## src/rtl/apuc_pkg.sv

```systemverilog
// types, constants and conversion functions for the audio pcm / mu-law codec
package apuc_pkg;

   typedef enum logic [1:0] {
      MODE_ULAW  = 2'd0,
      MODE_PCM8  = 2'd1,
      MODE_PCM16 = 2'd2
   } codec_mode_type;

   typedef enum logic {
      KIND_DECODE = 1'b0,
      KIND_ENCODE = 1'b1
   } item_kind_type;

   localparam logic [7:0]  ULAW_BIAS  = 8'h84;
   localparam logic [14:0] ULAW_CLIP  = 15'd32635;
   localparam logic [21:0] PCM8_ROUND = 22'd16383;
   localparam logic [15:0] PCM8_DEN   = 16'd32767;
   localparam logic [7:0]  PCM8_MID   = 8'd128;

   // magnitude of a sample already limited to -32767..32767
   function automatic logic [14:0] sample_mag(input logic signed [15:0] s);
      logic [15:0] neg;
      neg = 16'(-s);
      return s[15] ? neg[14:0] : s[14:0];
   endfunction

   // g.711 mu-law expansion
   function automatic logic signed [15:0] ulaw_expand(input logic [7:0] code);
      logic [7:0]  u;
      logic [7:0]  base;
      logic [14:0] shifted;
      logic [14:0] mag;
      u       = ~code;
      base    = {1'b0, u[3:0], 3'b000} + ULAW_BIAS;
      shifted = 15'(base) << u[6:4];
      mag     = shifted - 15'(ULAW_BIAS);
      return u[7] ? 16'(-signed'({1'b0, mag})) : {1'b0, mag};
   endfunction

   // g.711 mu-law compression
   function automatic logic [7:0] ulaw_compress(input logic signed [15:0] s);
      logic [14:0] mag;
      logic [14:0] biased;
      logic [2:0]  expo;
      logic [14:0] shifted;
      mag = sample_mag(s);
      if (mag > ULAW_CLIP) begin
         mag = ULAW_CLIP;
      end
      biased = mag + 15'(ULAW_BIAS);
      expo   = 3'd0;
      for (int i = 1; i < 8; i++) begin
         if (biased[i + 7]) begin
            expo = 3'(i);
         end
      end
      shifted = biased >> (4'(expo) + 4'd3);
      return ~{s[15], expo, shifted[3:0]};
   endfunction

   // round(s * 127 / 32767) + 128, half away from zero
   function automatic logic [7:0] pcm8_encode(input logic signed [15:0] s);
      logic [14:0] mag;
      logic [21:0] prod;
      logic [21:0] num;
      logic [6:0]  q_est;
      logic [15:0] rem;
      logic [7:0]  q;
      mag   = sample_mag(s);
      prod  = {mag, 7'b0} - 22'(mag);
      num   = prod + PCM8_ROUND;
      // floor(num / 32768) is at most one below floor(num / 32767)
      q_est = num[21:15];
      rem   = 16'(num[14:0]) + 16'(q_est);
      q     = 8'(q_est) + ((rem >= PCM8_DEN) ? 8'd1 : 8'd0);
      return s[15] ? PCM8_MID - q : PCM8_MID + q;
   endfunction

endpackage

```

## src/rtl/audio_pcm_ulaw_codec.sv

```systemverilog
// audio payload codec: mu-law, unsigned 8-bit and 16-bit little-endian pcm
// an accepted item is registered in the input stage, then its result in the output register
// one item per cycle unless results stall; a 16-bit encode item gives low then high byte
// a decode item that only stores a low byte, or any item in the unused mode, gives no result
// and leaves the input stage at the next edge
// reset (synchronous, active high) clears the pipeline, the held byte and selects mu-law
module audio_pcm_ulaw_codec
   import apuc_pkg::*;
(
   input  logic               clock,
   input  logic               reset,
   // configuration write
   input  logic               csr_valid,
   output logic               csr_ready,
   input  logic [1:0]         csr_codec_mode,
   // input items
   input  logic               req_valid,
   output logic               req_ready,
   input  logic               req_kind,
   input  logic [7:0]         req_in_byte,
   input  logic signed [15:0] req_in_sample,
   input  logic               req_payload_start,
   // result items
   output logic               rsp_valid,
   input  logic               rsp_ready,
   output logic               rsp_out_is_byte,
   output logic signed [15:0] rsp_out_sample,
   output logic [7:0]         rsp_out_byte,
   output logic               rsp_last
);

   // mode register
   codec_mode_type mode_ff;

   // input stage
   logic               s1_valid_ff, s1_valid_in;
   logic               s1_phase_ff, s1_phase_in;
   item_kind_type      s1_kind_ff;
   logic [7:0]         s1_byte_ff;
   logic signed [15:0] s1_sample_ff;
   logic               s1_start_ff;

   // held low byte for 16-bit decode
   logic               held_valid_ff, held_valid_in;
   logic [7:0]         held_low_ff, held_low_in;

   // result register
   logic               rsp_valid_ff, rsp_valid_in;
   logic               rsp_is_byte_ff;
   logic signed [15:0] rsp_sample_ff;
   logic [7:0]         rsp_byte_ff;
   logic               rsp_last_ff;

   // combinational result of the item in the input stage
   logic [1:0]         n_res;
   logic               res_is_byte;
   logic signed [15:0] res_sample;
   logic [7:0]         res_byte;
   logic               res_last;
   logic               held_eff;
   logic signed [15:0] sat_sample;

   logic               accept;
   logic               out_free;
   logic               emit;
   logic               final_res;
   logic               retire;

   // the user must write the register only while idle; not enforced, every write is taken
   assign csr_ready = 1'b1;

   always_ff @(posedge clock) begin
      if (reset) begin
         mode_ff <= MODE_ULAW;
      end else if (csr_valid) begin
         mode_ff <= codec_mode_type'(csr_codec_mode);
      end
   end

   // payload start drops a dangling half word before this byte is used
   assign held_eff   = held_valid_ff && !s1_start_ff;
   // most negative sample saturates to -32767
   assign sat_sample = (s1_sample_ff == 16'sh8000) ? 16'sh8001 : s1_sample_ff;

   always_comb begin
      n_res       = 2'd0;
      res_is_byte = (s1_kind_ff == KIND_ENCODE);
      res_sample  = '0;
      res_byte    = '0;
      res_last    = 1'b1;
      if (s1_kind_ff == KIND_DECODE) begin
         unique case (mode_ff)
            MODE_ULAW: begin
               n_res      = 2'd1;
               res_sample = ulaw_expand(s1_byte_ff);
            end
            MODE_PCM8: begin
               n_res      = 2'd1;
               res_sample = {~s1_byte_ff[7], s1_byte_ff[6:0], 8'h00};
            end
            MODE_PCM16: begin
               // first byte of a pair is only stored
               if (held_eff) begin
                  n_res      = 2'd1;
                  res_sample = {s1_byte_ff, held_low_ff};
               end
            end
            default: begin
               n_res = 2'd0;
            end
         endcase
      end else begin
         unique case (mode_ff)
            MODE_ULAW: begin
               n_res    = 2'd1;
               res_byte = ulaw_compress(sat_sample);
            end
            MODE_PCM8: begin
               n_res    = 2'd1;
               res_byte = pcm8_encode(sat_sample);
            end
            MODE_PCM16: begin
               // low byte first, high byte on the second pass
               n_res    = 2'd2;
               res_byte = s1_phase_ff ? sat_sample[15:8] : sat_sample[7:0];
               res_last = s1_phase_ff;
            end
            default: begin
               n_res = 2'd0;
            end
         endcase
      end
   end

   // handshake and sequencing
   assign out_free  = !rsp_valid_ff || rsp_ready;
   assign emit      = s1_valid_ff && (n_res != 2'd0) && out_free;
   assign final_res = (n_res != 2'd2) || s1_phase_ff;
   assign retire    = s1_valid_ff && ((n_res == 2'd0) || (out_free && final_res));
   assign req_ready = !s1_valid_ff || retire;
   assign accept    = req_valid && req_ready;

   always_comb begin
      s1_valid_in   = s1_valid_ff;
      s1_phase_in   = s1_phase_ff;
      held_valid_in = held_valid_ff;
      held_low_in   = held_low_ff;
      rsp_valid_in  = rsp_valid_ff;

      if (retire) begin
         s1_valid_in = 1'b0;
         s1_phase_in = 1'b0;
      end else if (emit) begin
         // first byte of a pair has gone out
         s1_phase_in = 1'b1;
      end
      if (accept) begin
         s1_valid_in = 1'b1;
      end

      // held byte changes only when a decode item leaves the input stage
      if (retire && (s1_kind_ff == KIND_DECODE)) begin
         held_valid_in = held_eff;
         if (mode_ff == MODE_PCM16) begin
            if (held_eff) begin
               held_valid_in = 1'b0;
            end else begin
               held_valid_in = 1'b1;
               held_low_in   = s1_byte_ff;
            end
         end
      end

      if (emit) begin
         rsp_valid_in = 1'b1;
      end else if (rsp_ready) begin
         rsp_valid_in = 1'b0;
      end
   end

   always_ff @(posedge clock) begin
      if (reset) begin
         s1_valid_ff   <= 1'b0;
         s1_phase_ff   <= 1'b0;
         held_valid_ff <= 1'b0;
         rsp_valid_ff  <= 1'b0;
      end else begin
         s1_valid_ff   <= s1_valid_in;
         s1_phase_ff   <= s1_phase_in;
         held_valid_ff <= held_valid_in;
         rsp_valid_ff  <= rsp_valid_in;
      end
   end

   // payload registers
   always_ff @(posedge clock) begin
      held_low_ff <= held_low_in;
      if (accept) begin
         s1_kind_ff   <= item_kind_type'(req_kind);
         s1_byte_ff   <= req_in_byte;
         s1_sample_ff <= req_in_sample;
         s1_start_ff  <= req_payload_start;
      end
      if (emit) begin
         rsp_is_byte_ff <= res_is_byte;
         rsp_sample_ff  <= res_sample;
         rsp_byte_ff    <= res_byte;
         rsp_last_ff    <= res_last;
      end
   end

   assign rsp_valid       = rsp_valid_ff;
   assign rsp_out_is_byte = rsp_is_byte_ff;
   assign rsp_out_sample  = rsp_sample_ff;
   assign rsp_out_byte    = rsp_byte_ff;
   assign rsp_last        = rsp_last_ff;

endmodule

```

## config.mk

```make
export PLATFORM = sky130hd
export DESIGN_NAME = audio_pcm_ulaw_codec
export DESIGN_NICKNAME = d
export VERILOG_FILES = /design/src/rtl/apuc_pkg.sv /design/src/rtl/audio_pcm_ulaw_codec.sv
export SDC_FILE = /design/constraint.sdc
export NUM_CORES = 1
export LEC_CHECK = 0
export BUFFER_PORTS_ARGS = -buffer_cell sky130_fd_sc_hd__buf_2
export CORE_AREA = 2 2 106 159
export DETAILED_ROUTE_END_ITERATION = 8
export DIE_AREA = 0 0 108 161
export GPL_ROUTABILITY_DRIVEN = 0
export HOLD_SLACK_MARGIN = 0.12
export RECOVER_POWER = 25
export SLEW_MARGIN = 25
export SYNTH_ARGS = -nofsm -noshare
export SYNTH_HDL_FRONTEND = slang
export SYNTH_SLANG_ARGS = --single-unit
```

## constraint.sdc

```tcl
create_clock -name clock -period 10.3 [get_ports clock]
set_input_delay 2.06 -clock clock [delete_from_list [all_inputs] [get_ports clock]]
set_output_delay 2.06 -clock clock [all_outputs]
set_load 0.01 [all_outputs]
```

==> results of run 1 <==
-- metrics by stage --
step                instances  total power, mW  hold slack (ps)  setup slack [ps]
floorplan                 712            0.682              424              2540
global placement          951            0.789              464              1810
detailed placement        951            0.802              475              1440
CTS                       967             1.13              486              1380
global route              967             1.20              529               557
finish                    967             1.13              495              1300
-- power by group --
group / switching, mW / leakage [nW] / internal [mW]
clock network: 0.114 / 0.149 / 0.211
logic: 0.284 / 1.95 / 0.188
registers: 0.0210 / 0.624 / 0.312
-- worst max path at each step --
stage                     startpoint         endpoint  slack [ps]  cells after the start
global route         s1_sample_ff[3]  rsp_out_byte[7]         560                     34
CTS                 s1_sample_ff[15]  rsp_out_byte[7]        1380                     35
detailed placement  s1_sample_ff[15]  rsp_out_byte[7]        1440                     35
finish               s1_sample_ff[3]  rsp_out_byte[7]        1300                     34
global placement    s1_sample_ff[15]  rsp_out_byte[7]        1810                     35
floorplan           s1_sample_ff[10]  rsp_out_byte[7]        2540                     39
-- flip-flops by register name, summed over array words and instances, names as in the netlist, 2 cells and up --
name	cells
rsp_out_sample	16
mode_ff	2
rsp_out_byte	8
s1_byte_ff	8
held_low_ff	8
s1_sample_ff	16
-- cells by family (layout without fill, tap and decap cells) --
| logic type | after synthesis | in the layout | synth area share [%] |
|---|---|---|---|
| AND/OR/NAND/NOR | 255 | 255 | 21.5 |
| AO/OA/AOI/OAI | 194 | 194 | 22.3 |
| buffers and inverters | 73 | 122 | 4.71 |
| flip-flops | 66 | 66 | 30.8 |
| XOR/XNOR | 54 | 54 | 7.57 |
| adder cells (fa/ha/maj) | 45 | 45 | 9.25 |
| multiplexers | 24 | 24 | 3.91 |
| other | 1 | 1 | 0.0600 |
-- per-layer routing --
layer | GRT usage, % | vias to the layer above | part of all wire [%]
li1 | - | 2753 | -
met1 | 23.0 | 2740 | 36
met2 | 39.0 | 215 | 51
met3 | 2.87 | 78 | 3.8
met4 | 17.7 | 0 | 8.5
met5 | 0 | - | 0
-- layout make-up --
type | instances | area share, %
clock buffers | 9 | 3.20
clock inverters | 7 | 1.32
inverters | 39 | 2.08
repair buffers | 67 | 4.98
flip-flops and latches | 66 | 27.3
multi-input cells | 573 | 57.4
well taps | 206 | 3.67
-- cell usage in the layout (no fill, tap or decap), types with 5 or more instances in the layout --
master and count:
nor2_1 69, edfxtp_1 60, buf_2 58, nand2_1 48, ha_1 43, a21oi_1 40, xnor2_1 40, inv_1 34
o21ai_0 28, nand3_1 26, mux2i_1 21, nor3_1 16, a31oi_1 15, xor2_1 14, nor2b_1 12, o211ai_1 11
and3_1 10, a2bb2oi_1 10, nand2b_1 9, a211oi_1 9, clkbuf_16 9, nor4_1 8, o31ai_1 8, or3_1 7
and2_1 7, buf_4 7, nand4_1 6, or2_2 6, o21a_1 6, nand3b_1 6, dfxtp_1 6, o21ai_1 5
a21o_1 5, a311oi_1 5
-- critical path, delay by kind of cell (launching register included) --
family | cells | cell delay (ps)
AOI/OAI and AO/OA | 14 | 3130
and+or+nand+nor | 10 | 1810
adders and majority gates | 6 | 1810
DFF | 1 | 640
buffers and inverters | 1 | 240
xor gates and xnor gates | 3 | 1110
==> reports/metrics.yaml, run 1 <==
critical_path:
  slowest_stage: "edfxtp_1"
  arrival_ps: 9090
  startpoint_type: "register"
  cp.required_ps: 10390
  r2r_end: "rsp_out_byte[7]"
  path_max_fanout: 14
  worst_setup_path_end_kind: "register"
  reg2reg_slack_ps: 1300
  rr_startpoint: "s1_sample_ff[3]"
  crit_type: "register to register"
  crit_top_cell: "ha_1"
  crit_path_max_incr_delay_ps: 640
  worst-r2r-cell-count: 34
timing:
  rsz0062_at_grt: "no"
  setup-violations-final: 0
  max_freq_mhz: 111
  tightest_slew_ps: 862
  period_minus_slack_ps: 9000
  skew_ps: 5.32
  fin_crit_sh_pct: 87.4
  slew_headroom_pct: 42.4
  hold_viol_final: 0
  finalSetupTns_ps: 0
  slew_viol_final: 0
floorplanning:
  coreArea_um2: 16000
  initial_core_util_pct: 38.9
  pin_count: 62
  rows: 57
  die_y_um: 161
  die_w_um: 108
  die-area_um2: 17400
logic_synthesis:
  synth-seq-cells: 66
  synth_seq_area_share_pct: 30.8
  async_flop_share_pct: 0
  synth.most_common_cell: "nor2_1"
  synthFlopType: "edfxtp_1"
  syn_nets: 790
  synth_area_leaders: "edfxtp_1 29%, ha_1 8.6%, xnor2_1 5.6%"
  synth_edf_count: 60
  yosys_warnings: 0
  yosysUniqueCellTypes: 84
  yosysTopAreaCell: "edfxtp_1"
  avgSynthCellArea_um2: 8.77
  synth_top_area_share_pct: 28.8
  postSynthCellCount: 712
  syn_area_um2: 6250
  synth_common_cells: "70 x nor2_1, 60 x edfxtp_1, 48 x nand2_1"
outcome:
  status: "complete, no violations"
drt:
  vias: 5786
  first_pass_iters: 7
  drc: 0
  wl_per_cell_um: 19.2
  vias_per_cell: 5.98
  drt_iter0_markers: 401
  drt-total-wl_um: 18600
  postRouteAntennaNets: 0
clock_network:
  clockBufferDepth: 2
  numCtsBuffers: 9
  cts_tree: "yes"
  clock_sinks: 66
  ctsResizeCount: 0
  clk_pin_slew_ps: 60
  cts_root_buf: "clkbuf_16"
  clk_latency_ps: 330
  cts_hold_buf: 0
  cts_max_level: 3
  post_cts_buffers: 0
hold_path:
  hp-class: "register to register"
  min_to: "held_valid_ff"
  whs_path_depth: 2
  min-delay-start: "held_valid_ff"
placed_design:
  dp_hpwl_um: 14800
  placed_area_um2: 6710
  portBuffers: 60
grt:
  grt_use_total_pct: 22.1
  grt_pass1_wl_um: 29900
  grt_pass1_vias: 5822
  grt-ovfl-total: 0
  antenna_found_initial: 0
  grt_max_degree: 36
finish:
  design_area_um2: 7030
  fillers: 1596
  regArea_um2: 1920
  post-route-util_pct: 43.8
  drive_gt1_share_pct: 15.4
  multiInputGateArea_um2: 4040
  nets: 834
  insertedDiodeCount: 0
  synthToLayoutAreaGrowth_pct: 12.5
pwr:
  leakage_nw: 2.72
  powerDensity_nw_per_um2: 161
  irDropWorstVdd_mv: 0.0955
job:
  maxCapViolations: 0
(Power assumes the default switching activity.)
==> run 2: changes to the inputs <==
--- a/config.mk
+++ b/config.mk
@@ -6,10 +6,11 @@
 export NUM_CORES = 1
 export LEC_CHECK = 0
 export BUFFER_PORTS_ARGS = -buffer_cell sky130_fd_sc_hd__buf_2
-export CORE_AREA = 2 2 106 159
+export CORE_AREA = 2 2 128 130
 export DETAILED_ROUTE_END_ITERATION = 8
-export DIE_AREA = 0 0 108 161
+export DIE_AREA = 0 0 130 132
 export GPL_ROUTABILITY_DRIVEN = 0
+export GPL_TIMING_DRIVEN = 1
 export HOLD_SLACK_MARGIN = 0.12
 export RECOVER_POWER = 25
 export SLEW_MARGIN = 25
==> run 2 against run 1 <==
  * Clock skew increased by 1.5 ps
  * Critical path depth stayed put
  * Design area down 0.23%
  * Die area down 1.3%
  * Register-to-register slack barely moved
  * Via count is 1.9% lower
  * Power fell by 3.0%
  * Setup slack got worse by 5.0 ps
  * Global-route usage decreased by 2.5 points
  * Flip-flop and latch count unchanged
  * Critical path type unchanged
  * Critical endpoint unchanged
==> reports/metrics.yaml, run 2 (synthesized netlist as in run 1, its figures left out) <==
floorplanning:
  initial_core_util_pct: 39.8  # was 38.9%
  pin_count: 62  # unchanged
  coreArea_um2: 15700  # was 16000 um2
  die_y_um: 132  # was 161 um
  die-area_um2: 17200  # was 17400 um2
  rows: 46  # was 57
  die_w_um: 130  # was 108 um
timing:
  fin_crit_sh_pct: 87.5  # was 87.4%
  finalSetupTns_ps: 0  # unchanged
  slew_viol_final: 0  # unchanged
  hold_viol_final: 0  # unchanged
  fin_ws_ps: 1290  # was 1300 ps
  period_minus_slack_ps: 9010  # was 9000 ps
  skew_ps: 6.78  # was 5.32 ps
  slew_headroom_pct: 37.2  # was 42.4%
  max_freq_mhz: 111  # about the same
  tightest_slew_ps: 935  # was 862 ps
  rsz0062_at_grt: "no"  # unchanged
  setup-violations-final: 0  # unchanged
drt:
  vias_per_cell: 5.82  # was 5.98
  drt-total-wl_um: 16800  # was 18600 um
  vias: 5675  # was 5786
  postRouteAntennaNets: 0  # unchanged
  first_pass_iters: 5  # was 7
  drc: 0  # unchanged
  drt_iter0_markers: 500  # was 401
  wl_per_cell_um: 17.3  # was 19.2 um
clock_network:
  cts_max_level: 3  # unchanged
  cts_root_buf: "clkbuf_16"  # unchanged
  numCtsBuffers: 9  # unchanged
  clockBufferDepth: 2  # unchanged
  ctsResizeCount: 0  # unchanged
  clk_pin_slew_ps: 60  # about the same
  cts_hold_buf: 0  # unchanged
  clock_sinks: 66  # unchanged
  post_cts_buffers: 0  # unchanged
  clk_latency_ps: 330  # about the same
  cts_tree: "yes"  # unchanged
finish:
  fillers: 1495  # was 1596
  post-route-util_pct: 44.6  # was 43.8%
  multiInputGateArea_um2: 4040  # about the same
  regArea_um2: 1920  # unchanged
  drive_gt1_share_pct: 15.4  # about the same
  insertedDiodeCount: 0  # unchanged
  nets: 832  # was 834
  design_area_um2: 7010  # was 7030 um2
  layout_commonest_cell: "nor2_1"  # unchanged
  final_cell_mix: "69 x nor2_1, 60 x edfxtp_1, 60 x buf_2"  # was 69 x nor2_1, 60 x edfxtp_1, 58 x buf_2
  synthToLayoutAreaGrowth_pct: 12.3  # was 12.5%
critical_path:
  crit_top_cell: "ha_1"  # unchanged
  slowest_stage: "xnor2_1"  # was edfxtp_1
  cp.required_ps: 10380  # was 10390 ps
  path_max_fanout: 9  # was 14
  crit_type: "register to register"  # unchanged
  arrival_ps: 9090  # about the same
  startpoint_type: "register"  # unchanged
  worst_setup_path_end_kind: "register"  # unchanged
  crit_path_max_incr_delay_ps: 700  # was 640 ps
placed_design:
  dp_hpwl_um: 12900  # was 14800 um
  placed_area_um2: 6720  # was 6710 um2
  portBuffers: 60  # unchanged
  dpl_worst_slack_ps: 1480  # was 1440 ps
grt:
  grt_max_degree: 37  # was 36
  grt-ovfl-total: 0  # unchanged
  grt_pass1_wl_um: 27100  # was 29900 um
  grt_use_total_pct: 19.6  # was 22.1%
  grt_pass1_vias: 5267  # was 5822
  antenna_found_initial: 0  # unchanged
pwr:
  leakage_nw: 2.71  # was 2.72 nW
  powerDensity_nw_per_um2: 156  # was 161 nW/um2
  irDropWorstVdd_mv: 0.152  # was 0.0955 mV
job:
  maxCapViolations: 0  # unchanged
outcome:
  status: "complete, no violations"  # unchanged
hold_path:
  hp-class: "register to register"  # unchanged
[run 2: worst max-delay path: cells and delay by family (launching register included)]
kind | cells | cell delay, ps
XOR/XNOR | 3 | 1500
AO/OA/AOI/OAI | 14 | 2670
flip-flops | 1 | 540
AND/OR/NAND/NOR | 10 | 2010
adder cells (fa/ha/maj) | 6 | 1770
buffers and inverters | 1 | 260
[run 2: layout make-up]
class	count	area share (%)
inverters	39	2.09
clock inverters	6	0.963
flip-flops and latches	66	27.4
well taps	216	3.85
repair buffers	65	4.82
clock buffers	10	3.26
multi-input cells	573	57.6
[run 2: metrics by stage]
stage / hold slack, ps / std cells / power, mW
2_1_floorplan: 424 / 712 / 0.682
3_3_place_gp: 462 / 959 / 0.781
3_5_place_dp: 471 / 959 / 0.790
4_1_cts: 478 / 975 / 1.09
5_1_grt: 506 / 975 / 1.16
6_report: 472 / 975 / 1.10
[run 2: power by group]
part | switching (mW) | total [mW] | leakage (nW) | internal (mW)
registers | 0.0207 | 0.333 | 0.624 | 0.312
logic | 0.277 | 0.463 | 1.95 | 0.186
clock network | 0.113 | 0.300 | 0.139 | 0.188
total | 0.411 | 1.10 | 2.71 | 0.685
[run 2: final timing paths]
| kind | startpoint | endpoint | slack (ps) | depth (start not counted) |
|---|---|---|---|---|
| setup / recovery | s1_sample_ff[10] | rsp_out_byte[7] | 1290 | 34 |
| hold / removal | held_valid_ff | held_valid_ff | 470 | 2 |
| setup reg to reg | s1_sample_ff[10] | rsp_out_byte[7] | 1290 | 34 |
| hold reg to reg | held_valid_ff | held_valid_ff | 470 | 2 |
[run 2: per-layer routing]
| metal | up-vias | routed length [um] | track usage, % |
|---|---|---|---|
| met5 | - | 0 | 0 |
| met4 | 0 | 345 | 6.15 |
| met3 | 27 | 1100 | 3.45 |
| met2 | 228 | 7380 | 28.9 |
| met1 | 2687 | 7990 | 28.9 |
| li1 | 2733 | - | - |
==> run 3: changes to the inputs <==
==> constraint.sdc (replaced) <==
create_clock -name clock -period 10.3 [get_ports clock]
set_input_delay 1.545 -clock clock [delete_from_list [all_inputs] [get_ports clock]]
set_output_delay 1.545 -clock clock [all_outputs]
set_load 0.01 [all_outputs]
==> run 3 against run 2 <==
  * Non-clock buffer count did not move
  * Sequential share of layout area barely moved
  * Flip-flop and latch count did not move
  * Register-to-register slack barely moved
==> reports/metrics.yaml, run 3 (synthesized netlist as in run 1, its figures left out) <==
placed_design:
  dp_hpwl_um: 12900  # unchanged
  dp_cells: 959  # unchanged
  portBuffers: 60  # unchanged
  placed_area_um2: 6720  # unchanged
drt:
  met2WireLength_um: 7360  # was 7380 um
  m1WireLength_um: 7930  # was 7990 um
  maxUsedRoutingLayer: "met4"  # unchanged
  vias_per_cell: 5.83  # was 5.82
  vias: 5685  # was 5675
  drt-total-wl_um: 16800  # unchanged
  postRouteAntennaNets: 0  # unchanged
  drt_iter0_markers: 499  # was 500
  dr_wl_met3_um: 1180  # was 1100 um
  wl_per_cell_um: 17.3  # unchanged
  drc: 0  # unchanged
  first_pass_iters: 5  # unchanged
floorplanning:
  coreArea_um2: 15700  # unchanged
  die-area_um2: 17200  # unchanged
  die_w_um: 130  # unchanged
  die_y_um: 132  # unchanged
  initial_core_util_pct: 39.8  # unchanged
  rows: 46  # unchanged
  pin_count: 62  # unchanged
grt:
  grt_pass1_vias: 5267  # unchanged
  antenna_found_initial: 0  # unchanged
  grt_pass1_wl_um: 27100  # unchanged
  grt-ovfl-total: 0  # unchanged
  grt_use_total_pct: 19.6  # unchanged
  grt_max_degree: 37  # unchanged
clock_network:
  cts_root_buf: "clkbuf_16"  # unchanged
  clk_latency_ps: 330  # about the same
  cts_hold_buf: 0  # unchanged
  numCtsBuffers: 9  # unchanged
  post_cts_buffers: 0  # unchanged
  cts_max_level: 3  # unchanged
  clockBufferDepth: 2  # unchanged
  clk_pin_slew_ps: 60  # about the same
  cts_tree: "yes"  # unchanged
  clock_sinks: 66  # unchanged
  ctsResizeCount: 0  # unchanged
job:
  maxCapViolations: 0  # unchanged
finish:
  final_cell_mix: "69 x nor2_1, 60 x edfxtp_1, 59 x buf_2"  # was 69 x nor2_1, 60 x edfxtp_1, 60 x buf_2
  fillers: 1495  # unchanged
  nets: 832  # unchanged
  layout_commonest_cell: "nor2_1"  # unchanged
  final_cells: 975  # unchanged
  insertedDiodeCount: 0  # unchanged
  synthToLayoutAreaGrowth_pct: 12.3  # about the same
  design_area_um2: 7010  # about the same
  drive_gt1_share_pct: 15.3  # was 15.4%
critical_path:
  startpoint_type: "register"  # unchanged
  crit_type: "register to register"  # unchanged
  cp.required_ps: 10380  # about the same
  crit_path_max_incr_delay_ps: 700  # about the same
  slowest_stage: "xnor2_1"  # unchanged
  arrival_ps: 9090  # about the same
  crit_top_cell: "ha_1"  # unchanged
  worst_setup_path_end_kind: "register"  # unchanged
  path_max_fanout: 9  # unchanged
timing:
  slew_headroom_pct: 37.2  # unchanged
  max_freq_mhz: 111  # unchanged
  finalSetupTns_ps: 0  # unchanged
  period_minus_slack_ps: 9010  # about the same
  tightest_slew_ps: 935  # unchanged
  rsz0062_at_grt: "no"  # unchanged
  hold_viol_final: 0  # unchanged
  fin_crit_sh_pct: 87.5  # about the same
  slew_viol_final: 0  # unchanged
  setup-violations-final: 0  # unchanged
  skew_ps: 6.79  # was 6.78 ps
pwr:
  leakage_nw: 2.71  # about the same
  irDropWorstVdd_mv: 0.152  # about the same
  powerDensity_nw_per_um2: 156  # about the same
outcome:
  status: "complete, no violations"  # unchanged
hold_path:
  hp-class: "register to register"  # unchanged
run 3: final timing paths:
kind                           to             start  cells after the start  slack, ps
setup / recovery  rsp_out_byte[7]  s1_sample_ff[10]                     34       1290
hold / removal      held_valid_ff     held_valid_ff                      2        470
setup reg to reg  rsp_out_byte[7]  s1_sample_ff[10]                     34       1290
hold reg to reg     held_valid_ff     held_valid_ff                      2        470
run 3: area by class of cell:
class                           instances  area (um2)  area share [%]
Inverter                               39         146            2.09
Tap cell                              216         270            3.85
Clock buffer                           10         229            3.27
Timing Repair Buffer                   65         337            4.80
Sequential cell                        66        1920            27.4
Multi-Input combinational cell        573        4040            57.6
Clock inverter                          6        67.6           0.964
run 3: layer usage:
metal / up-vias / track usage [%]
met5: - / 0
met4: 0 / 6.15
met3: 27 / 3.45
met2: 242 / 28.9
met1: 2683 / 28.9
li1: 2733 / -
run 3: worst max-delay path, delay by kind of cell (launching register included):
| kind | cells | cell delay (ps) |
|---|---|---|
| fa+ha+maj | 6 | 1770 |
| buf+inv | 1 | 260 |
| simple gates | 10 | 2010 |
| xor+xnor | 3 | 1500 |
| flops | 1 | 540 |
| compound gates | 14 | 2670 |
run 3: stage by stage:
step | utilization, % | hold WS [ps] | power, mW | worst slack (ps)
2_1_floorplan | - | 424 | 0.682 | 2540
3_3_place_gp | 42.7 | 462 | 0.781 | 1760
3_5_place_dp | 42.7 | 471 | 0.790 | 1480
4_1_cts | 44.6 | 478 | 1.09 | 1430
5_1_grt | 44.6 | 506 | 1.16 | 599
6_report | 44.6 | 472 | 1.10 | 1290
run 3: where the power goes:
group / total [mW] / internal, mW / switching [mW]
clock network: 0.301 / 0.188 / 0.113
logic: 0.463 / 0.186 / 0.277
registers: 0.332 / 0.312 / 0.0206
total: 1.10 / 0.685 / 0.411
